<file path="src/hw/rtl/rgbmx_pkg.sv">
// Shared types, codes and constants of the RGB LED matrix scan and PWM core.
`timescale 1ns / 1ps
package rgbmx_pkg;

  localparam int unsigned LinesDef   = 10;
  localparam int unsigned RowsDef    = 3;
  localparam int unsigned Colours    = 3;
  localparam int unsigned LevelW     = 4;
  localparam int unsigned PixW       = Colours * LevelW;
  localparam int unsigned InLevelW   = 8;
  localparam int unsigned TimerW     = 8;
  localparam int unsigned LineW      = 4;
  localparam int unsigned RowW       = 2;
  localparam int unsigned CfgIdxW    = 2;
  localparam int unsigned CfgDataW   = 4;

  localparam logic [LevelW-1:0] MaxBrightRst  = 4'd7;
  localparam logic [LevelW-1:0] MaxGlobalRst  = 4'd5;
  localparam logic [LevelW-1:0] GlobalRst     = 4'd1;

  localparam logic [CfgIdxW-1:0] RegMaxBright  = 2'd0;
  localparam logic [CfgIdxW-1:0] RegMaxGlobal  = 2'd1;
  localparam logic [CfgIdxW-1:0] RegGlobal     = 2'd2;

  typedef enum logic [1:0] {
    CMD_TICK  = 2'd0,
    CMD_WRITE = 2'd1,
    CMD_READ  = 2'd2,
    CMD_NOP   = 2'd3
  } cmd_e;

  typedef struct packed {
    logic                tick;
    logic                clear;
    logic [LevelW-1:0]   gain;
    logic [TimerW-1:0]   total;
  } ch_ctrl_t;

endpackage

</file>
<file path="src/hw/rtl/rgbmx_if.sv">
// Valid/ready channel interfaces for the command and result beats.
`timescale 1ns / 1ps
interface rgbmx_cmd_if
  import rgbmx_pkg::*;
();
  logic                valid;
  logic                ready;
  logic [1:0]          cmd;
  logic [LineW-1:0]    line;
  logic [RowW-1:0]     row;
  logic [InLevelW-1:0] red_level;
  logic [InLevelW-1:0] green_level;
  logic [InLevelW-1:0] blue_level;

  modport source (output valid, cmd, line, row, red_level, green_level, blue_level,
                  input ready);
  modport sink (input valid, cmd, line, row, red_level, green_level, blue_level,
                output ready);
endinterface

interface rgbmx_res_if
  import rgbmx_pkg::*;
#(
  parameter int unsigned LINES = LinesDef,
  parameter int unsigned ROWS  = RowsDef
) ();
  logic                      valid;
  logic                      ready;
  logic [LINES-1:0]          line_select;
  logic [ROWS*Colours-1:0]   lit_mask;
  logic [LevelW-1:0]         read_red;
  logic [LevelW-1:0]         read_green;
  logic [LevelW-1:0]         read_blue;

  modport source (output valid, line_select, lit_mask, read_red, read_green, read_blue,
                  input ready);
  modport sink (input valid, line_select, lit_mask, read_red, read_green, read_blue,
                output ready);
endinterface

</file>
<file path="src/hw/rtl/rgb_led_matrix_scan_pwm_core.sv">
// Top level of the RGB LED matrix scan and PWM core.
// The block takes command beats on in_i and returns exactly one result beat on out_o for
// each of them, in order. A tick command advances the scan counter and, past the period
// max_bright * max_global_bright, moves to the next line and restarts every channel off.
// A write command stores a pixel's colour levels, each clamped to max_bright, and a read
// command returns a stored pixel. Every result carries the one-hot line select and the
// lit mask after the command.
// Configuration registers are written through cfg_we_i, cfg_idx_i and cfg_data_i; the user
// must write them only while the block is idle, which the block itself does not enforce.
// At the accepting edge the pixel memory is read and the command is registered in the memory
// read stage; the channel update then loads the output register, which offers the result
// beat. One beat is taken every cycle while no stall holds the output; the rate is set by
// the single read port of the pixel memory, which serves one tick or one read per cycle.
// When the receiver stalls, the output register holds its beat and one more beat waits
// in the memory read stage; only then does in_i drop ready.
// After reset the pixel store reads as zero, line 0 is selected, all channels are off
// and the registers hold 7, 5 and 1.
`timescale 1ns / 1ps
module rgb_led_matrix_scan_pwm_core
  import rgbmx_pkg::*;
#(
  parameter int unsigned LINES = LinesDef,
  parameter int unsigned ROWS  = RowsDef
) (
  input  logic                clk_i,
  input  logic                rst_ni,
  input  logic                cfg_we_i,
  input  logic [CfgIdxW-1:0]  cfg_idx_i,
  input  logic [CfgDataW-1:0] cfg_data_i,
  rgbmx_cmd_if.sink           in_i,
  rgbmx_res_if.source         out_o
);

  localparam int unsigned LW = $clog2(LINES);
  localparam int unsigned RW = (ROWS > 1) ? $clog2(ROWS) : 1;
  localparam int unsigned CH = ROWS * Colours;

  logic [LevelW-1:0] max_bright_q, max_global_q, global_q;
  logic [TimerW-1:0] total;
  logic [LevelW-1:0] gain_lo, gain;

  always_ff @(posedge clk_i or negedge rst_ni) begin
    if (!rst_ni) begin
      max_bright_q <= MaxBrightRst;
      max_global_q <= MaxGlobalRst;
      global_q     <= GlobalRst;
    end else if (cfg_we_i) begin
      unique case (cfg_idx_i)
        RegMaxBright: max_bright_q <= cfg_data_i;
        RegMaxGlobal: max_global_q <= cfg_data_i;
        RegGlobal:    global_q     <= cfg_data_i;
        default: ;
      endcase
    end
  end

  assign total   = TimerW'(max_bright_q) * TimerW'(max_global_q);
  assign gain_lo = (global_q == '0) ? LevelW'(1) : global_q;
  assign gain    = (gain_lo > max_global_q) ? max_global_q : gain_lo;

  logic in_acc, s1_adv;
  logic s1_valid_q, out_valid_q;
  cmd_e cmd;
  logic pix_ok;

  assign s1_adv     = s1_valid_q && (!out_valid_q || out_o.ready);
  assign in_i.ready = !s1_valid_q || s1_adv;
  assign in_acc     = in_i.valid && in_i.ready;
  assign cmd        = cmd_e'(in_i.cmd);
  assign pix_ok     = (5'(in_i.line) < 5'(LINES)) && (4'(in_i.row) < 4'(ROWS));

  logic [TimerW-1:0] scan_q, scan_d, scan_inc;
  logic [LW-1:0]     line_q, line_d, line_nxt;
  logic              wrap;

  assign scan_inc = scan_q + TimerW'(1);
  assign wrap     = scan_inc > total;
  assign line_nxt = (line_q == LW'(LINES - 1)) ? '0 : line_q + LW'(1);

  always_comb begin
    scan_d = scan_q;
    line_d = line_q;
    if (in_acc && cmd == CMD_TICK) begin
      scan_d = wrap ? '0 : scan_inc;
      line_d = wrap ? line_nxt : line_q;
    end
  end

  always_ff @(posedge clk_i or negedge rst_ni) begin
    if (!rst_ni) begin
      scan_q <= '0;
      line_q <= '0;
    end else begin
      scan_q <= scan_d;
      line_q <= line_d;
    end
  end

  logic [InLevelW-1:0] max_ext;
  logic [PixW-1:0]     wr_data;
  logic                mem_we, mem_re;
  logic [LW-1:0]       rd_line;
  logic [ROWS-1:0][PixW-1:0] rd_data;

  assign max_ext = InLevelW'(max_bright_q);
  assign wr_data = {
    (in_i.blue_level  > max_ext) ? max_bright_q : in_i.blue_level[LevelW-1:0],
    (in_i.green_level > max_ext) ? max_bright_q : in_i.green_level[LevelW-1:0],
    (in_i.red_level   > max_ext) ? max_bright_q : in_i.red_level[LevelW-1:0]
  };
  assign mem_we  = in_acc && cmd == CMD_WRITE && pix_ok;
  assign mem_re  = in_acc && (cmd == CMD_TICK || (cmd == CMD_READ && pix_ok));
  assign rd_line = (cmd == CMD_TICK) ? line_d : in_i.line[LW-1:0];

  rgbmx_pixel_store #(
    .LINES(LINES),
    .ROWS (ROWS)
  ) u_store (
    .clk_i    (clk_i),
    .rst_ni   (rst_ni),
    .we_i     (mem_we),
    .wr_line_i(in_i.line[LW-1:0]),
    .wr_row_i (RW'(in_i.row)),
    .wr_data_i(wr_data),
    .re_i     (mem_re),
    .rd_line_i(rd_line),
    .rd_data_o(rd_data)
  );

  logic            s1_tick_q, s1_clear_q, s1_rd_q;
  logic [RowW-1:0] s1_row_q;
  logic [LW-1:0]   s1_line_q;

  always_ff @(posedge clk_i or negedge rst_ni) begin
    if (!rst_ni) begin
      s1_valid_q <= 1'b0;
      s1_tick_q  <= 1'b0;
      s1_clear_q <= 1'b0;
      s1_rd_q    <= 1'b0;
    end else if (in_i.ready) begin
      s1_valid_q <= in_i.valid;
      s1_tick_q  <= in_acc && cmd == CMD_TICK;
      s1_clear_q <= in_acc && cmd == CMD_TICK && wrap;
      s1_rd_q    <= in_acc && cmd == CMD_READ && pix_ok;
    end
  end

  always_ff @(posedge clk_i) begin
    if (in_acc) begin
      s1_row_q  <= in_i.row;
      s1_line_q <= line_d;
    end
  end

  ch_ctrl_t      ch_ctrl;
  logic [CH-1:0] lit_d;

  assign ch_ctrl = '{tick: s1_tick_q, clear: s1_clear_q, gain: gain, total: total};

  rgbmx_channels #(
    .ROWS(ROWS)
  ) u_channels (
    .clk_i   (clk_i),
    .rst_ni  (rst_ni),
    .step_i  (s1_adv),
    .ctrl_i  (ch_ctrl),
    .levels_i(rd_data),
    .lit_d_o (lit_d)
  );

  logic [PixW-1:0] rd_pix;

  always_comb begin
    rd_pix = '0;
    for (int unsigned r = 0; r < ROWS; r++) begin
      if (s1_rd_q && 4'(s1_row_q) == 4'(r)) begin
        rd_pix = rd_data[r];
      end
    end
  end

  logic [LINES-1:0]  out_sel_q;
  logic [CH-1:0]     out_lit_q;
  logic [PixW-1:0]   out_pix_q;

  always_ff @(posedge clk_i or negedge rst_ni) begin
    if (!rst_ni) begin
      out_valid_q <= 1'b0;
    end else if (!out_valid_q || out_o.ready) begin
      out_valid_q <= s1_valid_q;
    end
  end

  always_ff @(posedge clk_i) begin
    if (s1_adv) begin
      out_sel_q <= LINES'(1) << s1_line_q;
      out_lit_q <= lit_d;
      out_pix_q <= rd_pix;
    end
  end

  assign out_o.valid       = out_valid_q;
  assign out_o.line_select = out_sel_q;
  assign out_o.lit_mask    = out_lit_q;
  assign out_o.read_red    = out_pix_q[0 * LevelW +: LevelW];
  assign out_o.read_green  = out_pix_q[1 * LevelW +: LevelW];
  assign out_o.read_blue   = out_pix_q[2 * LevelW +: LevelW];

endmodule

</file>
<file path="src/hw/rtl/rgbmx_pixel_store.sv">
// Pixel colour memory, one word per line, with per-pixel valid bits for reset.
`timescale 1ns / 1ps
module rgbmx_pixel_store
  import rgbmx_pkg::*;
#(
  parameter int unsigned LINES = LinesDef,
  parameter int unsigned ROWS  = RowsDef,
  localparam int unsigned LW   = $clog2(LINES),
  localparam int unsigned RW   = (ROWS > 1) ? $clog2(ROWS) : 1
) (
  input  logic                           clk_i,
  input  logic                           rst_ni,
  input  logic                           we_i,
  input  logic [LW-1:0]                  wr_line_i,
  input  logic [RW-1:0]                  wr_row_i,
  input  logic [PixW-1:0]                wr_data_i,
  input  logic                           re_i,
  input  logic [LW-1:0]                  rd_line_i,
  output logic [ROWS-1:0][PixW-1:0]      rd_data_o
);

  logic [ROWS-1:0][PixW-1:0] mem_q [LINES];
  logic [ROWS-1:0]           vld_q [LINES];
  logic [ROWS-1:0][PixW-1:0] rdata_q;
  logic [ROWS-1:0]           rvld_q;

  always_ff @(posedge clk_i) begin
    if (we_i) begin
      mem_q[wr_line_i][wr_row_i] <= wr_data_i;
    end
    if (re_i) begin
      rdata_q <= mem_q[rd_line_i];
    end
  end

  always_ff @(posedge clk_i or negedge rst_ni) begin
    if (!rst_ni) begin
      for (int unsigned l = 0; l < LINES; l++) begin
        vld_q[l] <= '0;
      end
      rvld_q <= '0;
    end else begin
      if (we_i) begin
        vld_q[wr_line_i][wr_row_i] <= 1'b1;
      end
      if (re_i) begin
        rvld_q <= vld_q[rd_line_i];
      end
    end
  end

  always_comb begin
    for (int unsigned r = 0; r < ROWS; r++) begin
      rd_data_o[r] = rvld_q[r] ? rdata_q[r] : '0;
    end
  end

endmodule

</file>
<file path="src/hw/rtl/rgbmx_channels.sv">
// PWM channel machines of the active line, one lane per LED colour of each row.
`timescale 1ns / 1ps
module rgbmx_channels
  import rgbmx_pkg::*;
#(
  parameter int unsigned ROWS = RowsDef,
  localparam int unsigned CH  = ROWS * Colours
) (
  input  logic                      clk_i,
  input  logic                      rst_ni,
  input  logic                      step_i,
  input  ch_ctrl_t                  ctrl_i,
  input  logic [ROWS-1:0][PixW-1:0] levels_i,
  output logic [CH-1:0]             lit_d_o
);

  logic [TimerW-1:0] tmr_q [CH];
  logic [TimerW-1:0] tmr_d [CH];
  logic [CH-1:0]     lit_q;
  logic [CH-1:0]     lit_d;

  for (genvar c = 0; c < CH; c++) begin : g_lane
    logic [LevelW-1:0] lvl;
    logic [TimerW-1:0] cur;
    logic [TimerW-1:0] cur_c;
    logic [TimerW-1:0] off_len;
    logic [TimerW-1:0] tmr_base;
    logic [TimerW-1:0] tmr_inc;
    logic              lit_base;
    logic [TimerW-1:0] tmr_nx;
    logic              lit_nx;

    assign lvl     = levels_i[c / Colours][(c % Colours) * LevelW +: LevelW];
    assign cur     = TimerW'(ctrl_i.gain) * TimerW'(lvl);
    assign cur_c   = (cur > ctrl_i.total) ? ctrl_i.total : cur;
    assign off_len = ctrl_i.total - cur_c;

    always_comb begin
      tmr_base = ctrl_i.clear ? '0 : tmr_q[c];
      lit_base = ctrl_i.clear ? 1'b0 : lit_q[c];
      tmr_inc  = tmr_base + TimerW'(1);
      tmr_nx   = tmr_q[c];
      lit_nx   = lit_q[c];
      if (ctrl_i.tick) begin
        tmr_nx = tmr_inc;
        lit_nx = lit_base;
        if (!lit_base) begin
          if (tmr_inc >= off_len) begin
            tmr_nx = '0;
            lit_nx = (cur_c != '0);
          end
        end else begin
          if (tmr_inc >= cur_c) begin
            tmr_nx = '0;
            lit_nx = (off_len == '0);
          end
        end
      end
    end

    assign tmr_d[c] = tmr_nx;
    assign lit_d[c] = lit_nx;
  end

  always_ff @(posedge clk_i or negedge rst_ni) begin
    if (!rst_ni) begin
      lit_q <= '0;
      for (int unsigned c = 0; c < CH; c++) begin
        tmr_q[c] <= '0;
      end
    end else if (step_i) begin
      lit_q <= lit_d;
      for (int unsigned c = 0; c < CH; c++) begin
        tmr_q[c] <= tmr_d[c];
      end
    end
  end

  assign lit_d_o = lit_d;

endmodule

</file>
<file path="src/flat_wrapper.sv">
// flat-port wrapper written by rule: the top's interface ports become plain ports
module rgb_led_matrix_scan_pwm_core_flat import rgbmx_pkg::*;
#(
  parameter int unsigned LINES = LinesDef,
  parameter int unsigned ROWS  = RowsDef
)
  (clk_i, rst_ni, cfg_we_i, cfg_idx_i, cfg_data_i, in_i_valid, in_i_cmd, in_i_line, in_i_row, in_i_red_level, in_i_green_level, in_i_blue_level, in_i_ready, out_o_valid, out_o_line_select, out_o_lit_mask, out_o_read_red, out_o_read_green, out_o_read_blue, out_o_ready);
  rgbmx_cmd_if in_i_i ();
  rgbmx_res_if #(.LINES(LINES), .ROWS(ROWS)) out_o_i ();
  input  logic clk_i;
  input  logic rst_ni;
  input  logic cfg_we_i;
  input  logic [CfgIdxW-1:0] cfg_idx_i;
  input  logic [CfgDataW-1:0] cfg_data_i;
  input wire logic [$bits(in_i_i.valid)-1:0] in_i_valid;
  input wire logic [$bits(in_i_i.cmd)-1:0] in_i_cmd;
  input wire logic [$bits(in_i_i.line)-1:0] in_i_line;
  input wire logic [$bits(in_i_i.row)-1:0] in_i_row;
  input wire logic [$bits(in_i_i.red_level)-1:0] in_i_red_level;
  input wire logic [$bits(in_i_i.green_level)-1:0] in_i_green_level;
  input wire logic [$bits(in_i_i.blue_level)-1:0] in_i_blue_level;
  output wire logic [$bits(in_i_i.ready)-1:0] in_i_ready;
  output wire logic [$bits(out_o_i.valid)-1:0] out_o_valid;
  output wire logic [$bits(out_o_i.line_select)-1:0] out_o_line_select;
  output wire logic [$bits(out_o_i.lit_mask)-1:0] out_o_lit_mask;
  output wire logic [$bits(out_o_i.read_red)-1:0] out_o_read_red;
  output wire logic [$bits(out_o_i.read_green)-1:0] out_o_read_green;
  output wire logic [$bits(out_o_i.read_blue)-1:0] out_o_read_blue;
  input wire logic [$bits(out_o_i.ready)-1:0] out_o_ready;
  assign in_i_i.valid = in_i_valid;
  assign in_i_i.cmd = in_i_cmd;
  assign in_i_i.line = in_i_line;
  assign in_i_i.row = in_i_row;
  assign in_i_i.red_level = in_i_red_level;
  assign in_i_i.green_level = in_i_green_level;
  assign in_i_i.blue_level = in_i_blue_level;
  assign in_i_ready = in_i_i.ready;
  assign out_o_valid = out_o_i.valid;
  assign out_o_line_select = out_o_i.line_select;
  assign out_o_lit_mask = out_o_i.lit_mask;
  assign out_o_read_red = out_o_i.read_red;
  assign out_o_read_green = out_o_i.read_green;
  assign out_o_read_blue = out_o_i.read_blue;
  assign out_o_i.ready = out_o_ready;
  rgb_led_matrix_scan_pwm_core #(.LINES(LINES), .ROWS(ROWS)) u_core (.clk_i(clk_i), .rst_ni(rst_ni), .cfg_we_i(cfg_we_i), .cfg_idx_i(cfg_idx_i), .cfg_data_i(cfg_data_i), .in_i(in_i_i), .out_o(out_o_i));
endmodule
</file>
<file path="config.mk">
export PLATFORM = sky130hd
export DESIGN_NAME = rgb_led_matrix_scan_pwm_core_flat
export DESIGN_NICKNAME = d
export VERILOG_FILES = /design/src/hw/rtl/rgbmx_pkg.sv /design/src/hw/rtl/rgbmx_if.sv /design/src/hw/rtl/rgb_led_matrix_scan_pwm_core.sv /design/src/hw/rtl/rgbmx_pixel_store.sv /design/src/hw/rtl/rgbmx_channels.sv /design/src/flat_wrapper.sv
export SDC_FILE = /design/constraint.sdc
export NUM_CORES = 2
export LEC_CHECK = 0
export ABC_AREA = 1
export BUFFER_PORTS_ARGS = -buffer_cell sky130_fd_sc_hd__buf_4
export CAP_MARGIN = 20
export CORE_AREA = 2 2 353 355
export DETAILED_ROUTE_END_ITERATION = 10
export DIE_AREA = 0 0 355 357
export PLACE_DENSITY_LB_ADDON = 0.25
export SYNTH_ARGS = -nofsm -noshare
export SYNTH_HDL_FRONTEND = slang
export SYNTH_SLANG_ARGS = --single-unit
</file>
<file path="constraint.sdc">
create_clock -name clk_i -period 7.9 [get_ports clk_i]
set_clock_uncertainty 0.2 [all_clocks]
set_input_delay 0.79 -clock clk_i [delete_from_list [all_inputs] [get_ports clk_i]]
set_output_delay 0.79 -clock clk_i [all_outputs]
set_load 0.02 [all_outputs]
</file>
==> metrics.txt <==
status completed; crit path time final 7.43 ns; # clock sinks 576; vias 31124; Rows about 130; Peak Freq 135 MHz; Final period util 94.1%; #FFs+latches synth around 580; All-Layer GR Usage 17.0%; layout cells sized above 1 10.3%; Ys Warns 0; Routed Antenna Nets 0; fillers approximately 13000; mapped cell area 39000 um2; TritonCTS clock tree built; Post-Syn Nets 5041; CTS Buf Count 66; Area Overhead vs Synth 15.6%; final hold vios 0; data arrival time of the worst path 7.70 ns; Top cell by count, worst path nand2_1; post-synthesis sequential area ratio 42.5%; DR iter-0 viols 2362; placed insts 6288; Reg2Reg Depth 41; vias in the first global route 29798; clk buf depth 3; root buf cell clkbuf_16; HP Start in_i_row[0]; # port buffers 75; fin cells about 6400; post-DR wirelength/cell 16.9 um; Setup CP Type reg2reg; DRT Wirelength 109000 um; vias per cell 4.84; GPL Wtd Cong 0.872; RSZ-0062 raised after global routing true; WP data required 8.16 ns; largest net degree at the start of global routing 105; CTS H-Tree Depth 3; DR pass1 iterations 8; reg2reg setup slack 0.47 ns; total gr overflow 0; Slowest cell on crit path fa_1; most frequent cells in the layout nand2_1, inv_1, nor2_1; nets 5217; initial antenna violation count 5; worst hold path depth 1; Hold Path Class in2reg; Worst slew margin 28.9%; first-pass GRT wire length 170000 um; post-layout util 36.7%; mean post-synth cell area between 8 and 9 um2; commonest non-fill, non-tap cell in the layout nand2_1; clock slew at reported path FFs 0.06 ns; worst r2r src u_core.max_global_q[2]; Core Region 123000 um2; io pins 76; Worst-Margin Slew 1.06 ns; CP Launch Type flop; Worst-Skew Late Latency 0.64 ns; Die X 355 um; final setup fails 0; R2R Path End u_core.out_o.lit_mask[3]; Initial Utilization 31.7%; die height between 300 and 400 um; Slowest Stage Delay on Critical Path 0.56 ns; crit-path max FO 15; Netlist cell types 54; WHS Endpoint u_core.s1_row_q[0]; dpl hpwl 77200 um; setup_tns 0 ns; synthesized instance count between 4000 and 5000; total of max-cap violations 0; die area 127000 um2; Worst setup EP type flop; max-slew violation count 0; Residual DRC 0
[through the flow]
step	instance area [um2]	hold WS, ns	setup WS [ns]
after floorplan	39000	0.224	0.0873
after global placement	42300	0.237	0.257
after detailed placement	42400	0.243	0.180
after CTS	44600	0.149	0.211
after global routing	45100	0.153	-0.0699
final	45100	0.182	0.467
[cell type report]
class / instances / area, um2 / share of cell area [%]
Tap cell: 1637 / 2050 / 4.54
Clock buffer: 96 / 1870 / 4.14
Multi-Input combinational cell: 3172 / 19800 / 43.8
Sequential cell: 576 / 16600 / 36.8
Inverter: 678 / 2550 / 5.65
Timing Repair Buffer: 243 / 1960 / 4.35
Antenna cell: 2 / 5.00 / 0.0111
Clock inverter: 25 / 314 / 0.696
[sequential cells by signal (all words and copies together), names as in the netlist, 3 cells and up]
name,flops
u_core.global_q,4
u_core.line_q,4
u_core.max_bright_q,4
u_core.max_global_q,4
u_core.out_o.line_select,10
u_core.out_o.lit_mask,9
u_core.out_pix_q,12
u_core.s1_line_q,4
u_core.scan_q,8
u_core.u_channels.lit_q,9
u_core.u_channels.tmr_q,72
u_core.u_store.mem_q,360
u_core.u_store.rdata_q,36
u_core.u_store.rvld_q,3
u_core.u_store.vld_q,30
[cells by family (layout without fill, tap and decap cells)]
kind of cell | Yosys count | count (layout) | share of synthesized area [%]
buf+inv | 813 | 1042 | 8.12
fa+ha+maj | 437 | 437 | 14.8
xor+xnor | 104 | 104 | 2.33
flops | 576 | 576 | 42.5
compound gates | 773 | 773 | 12.1
other cells | 0 | 2 | 0
simple gates | 1858 | 1858 | 20.2
[routing by layer]
| metal | track usage [%] | vias up | wire length [um] |
|---|---|---|---|
| li1 | - | 15735 | - |
| met2 | 28.4 | 520 | 50700 |
| met5 | 0 | - | 0 |
| met1 | 23.3 | 14746 | 51300 |
| met3 | 2.31 | 123 | 4130 |
| met4 | 4.09 | 0 | 2400 |
[worst max-delay path, delay by kind of cell (launching register included)]
kind / cells / cell delay, ns
flops: 1 / 0.52
fa+ha+maj: 7 / 2.73
xor+xnor: 1 / 0.16
simple gates: 14 / 1.13
buf+inv: 10 / 0.90
compound gates: 9 / 1.62
[Yosys cell counts, drive strengths merged]
cell type  count  area share (%)
nand2        884             8.6
inv          670             6.5
nor2         498             4.9
edfxtp       433              33
ha           397              13
o21ai        314             4.1
nand3        284             3.7
o211ai       156             3.0
dfrtp        137             8.8
a21oi        111             1.4
or2           93             1.5
buf           68            0.94
clkbuf        67            0.66
o22ai         61            0.98
nand4         55            0.88
xor2          53             1.2
xnor2         51             1.1
fa            40             2.1
o21bai        27            0.52
a21o          24            0.46
a21boi        21            0.40
nor3          20            0.26
o21a          17            0.33
a22oi         11            0.21
o221ai        11            0.25
nor4          10            0.16
a31o           9            0.20
nand3b         9            0.17
clkinv         8           0.077
dfstp          6            0.40
o31ai          5           0.096
o2111ai        4           0.090
a31oi          2           0.032
and2           2           0.032
or4            2           0.038
nor4b          1           0.022
[what timing repair did]
item / CTS / global route
buffers inserted: 0 / 14
hold buffers: 1 / 0
endpoints found under the hold margin: 29 / 0
endpoints found under the setup margin: 0 / 90
resized for setup: 0 / 132
[how the worst max path moves through the flow]
stage | endpoint | depth (start not counted) | start
finish | u_core.out_o.lit_mask[3] | 41 | u_core.max_global_q[2]
global route | u_core.out_o.lit_mask[6] | 46 | u_core.max_global_q[2]
CTS | u_core.u_channels.tmr_q[1] | 41 | u_core.max_global_q[2]
detailed placement | u_core.u_channels.tmr_q[70] | 42 | u_core.max_global_q[2]
global placement | u_core.out_o.lit_mask[6] | 41 | u_core.max_global_q[2]
floorplan | u_core.u_channels.tmr_q[27] | 47 | u_core.max_global_q[2]
Power is left out: the tool's default activity adds up to more than one toggle a clock period on the data nets, which glitch-free logic cannot reach.
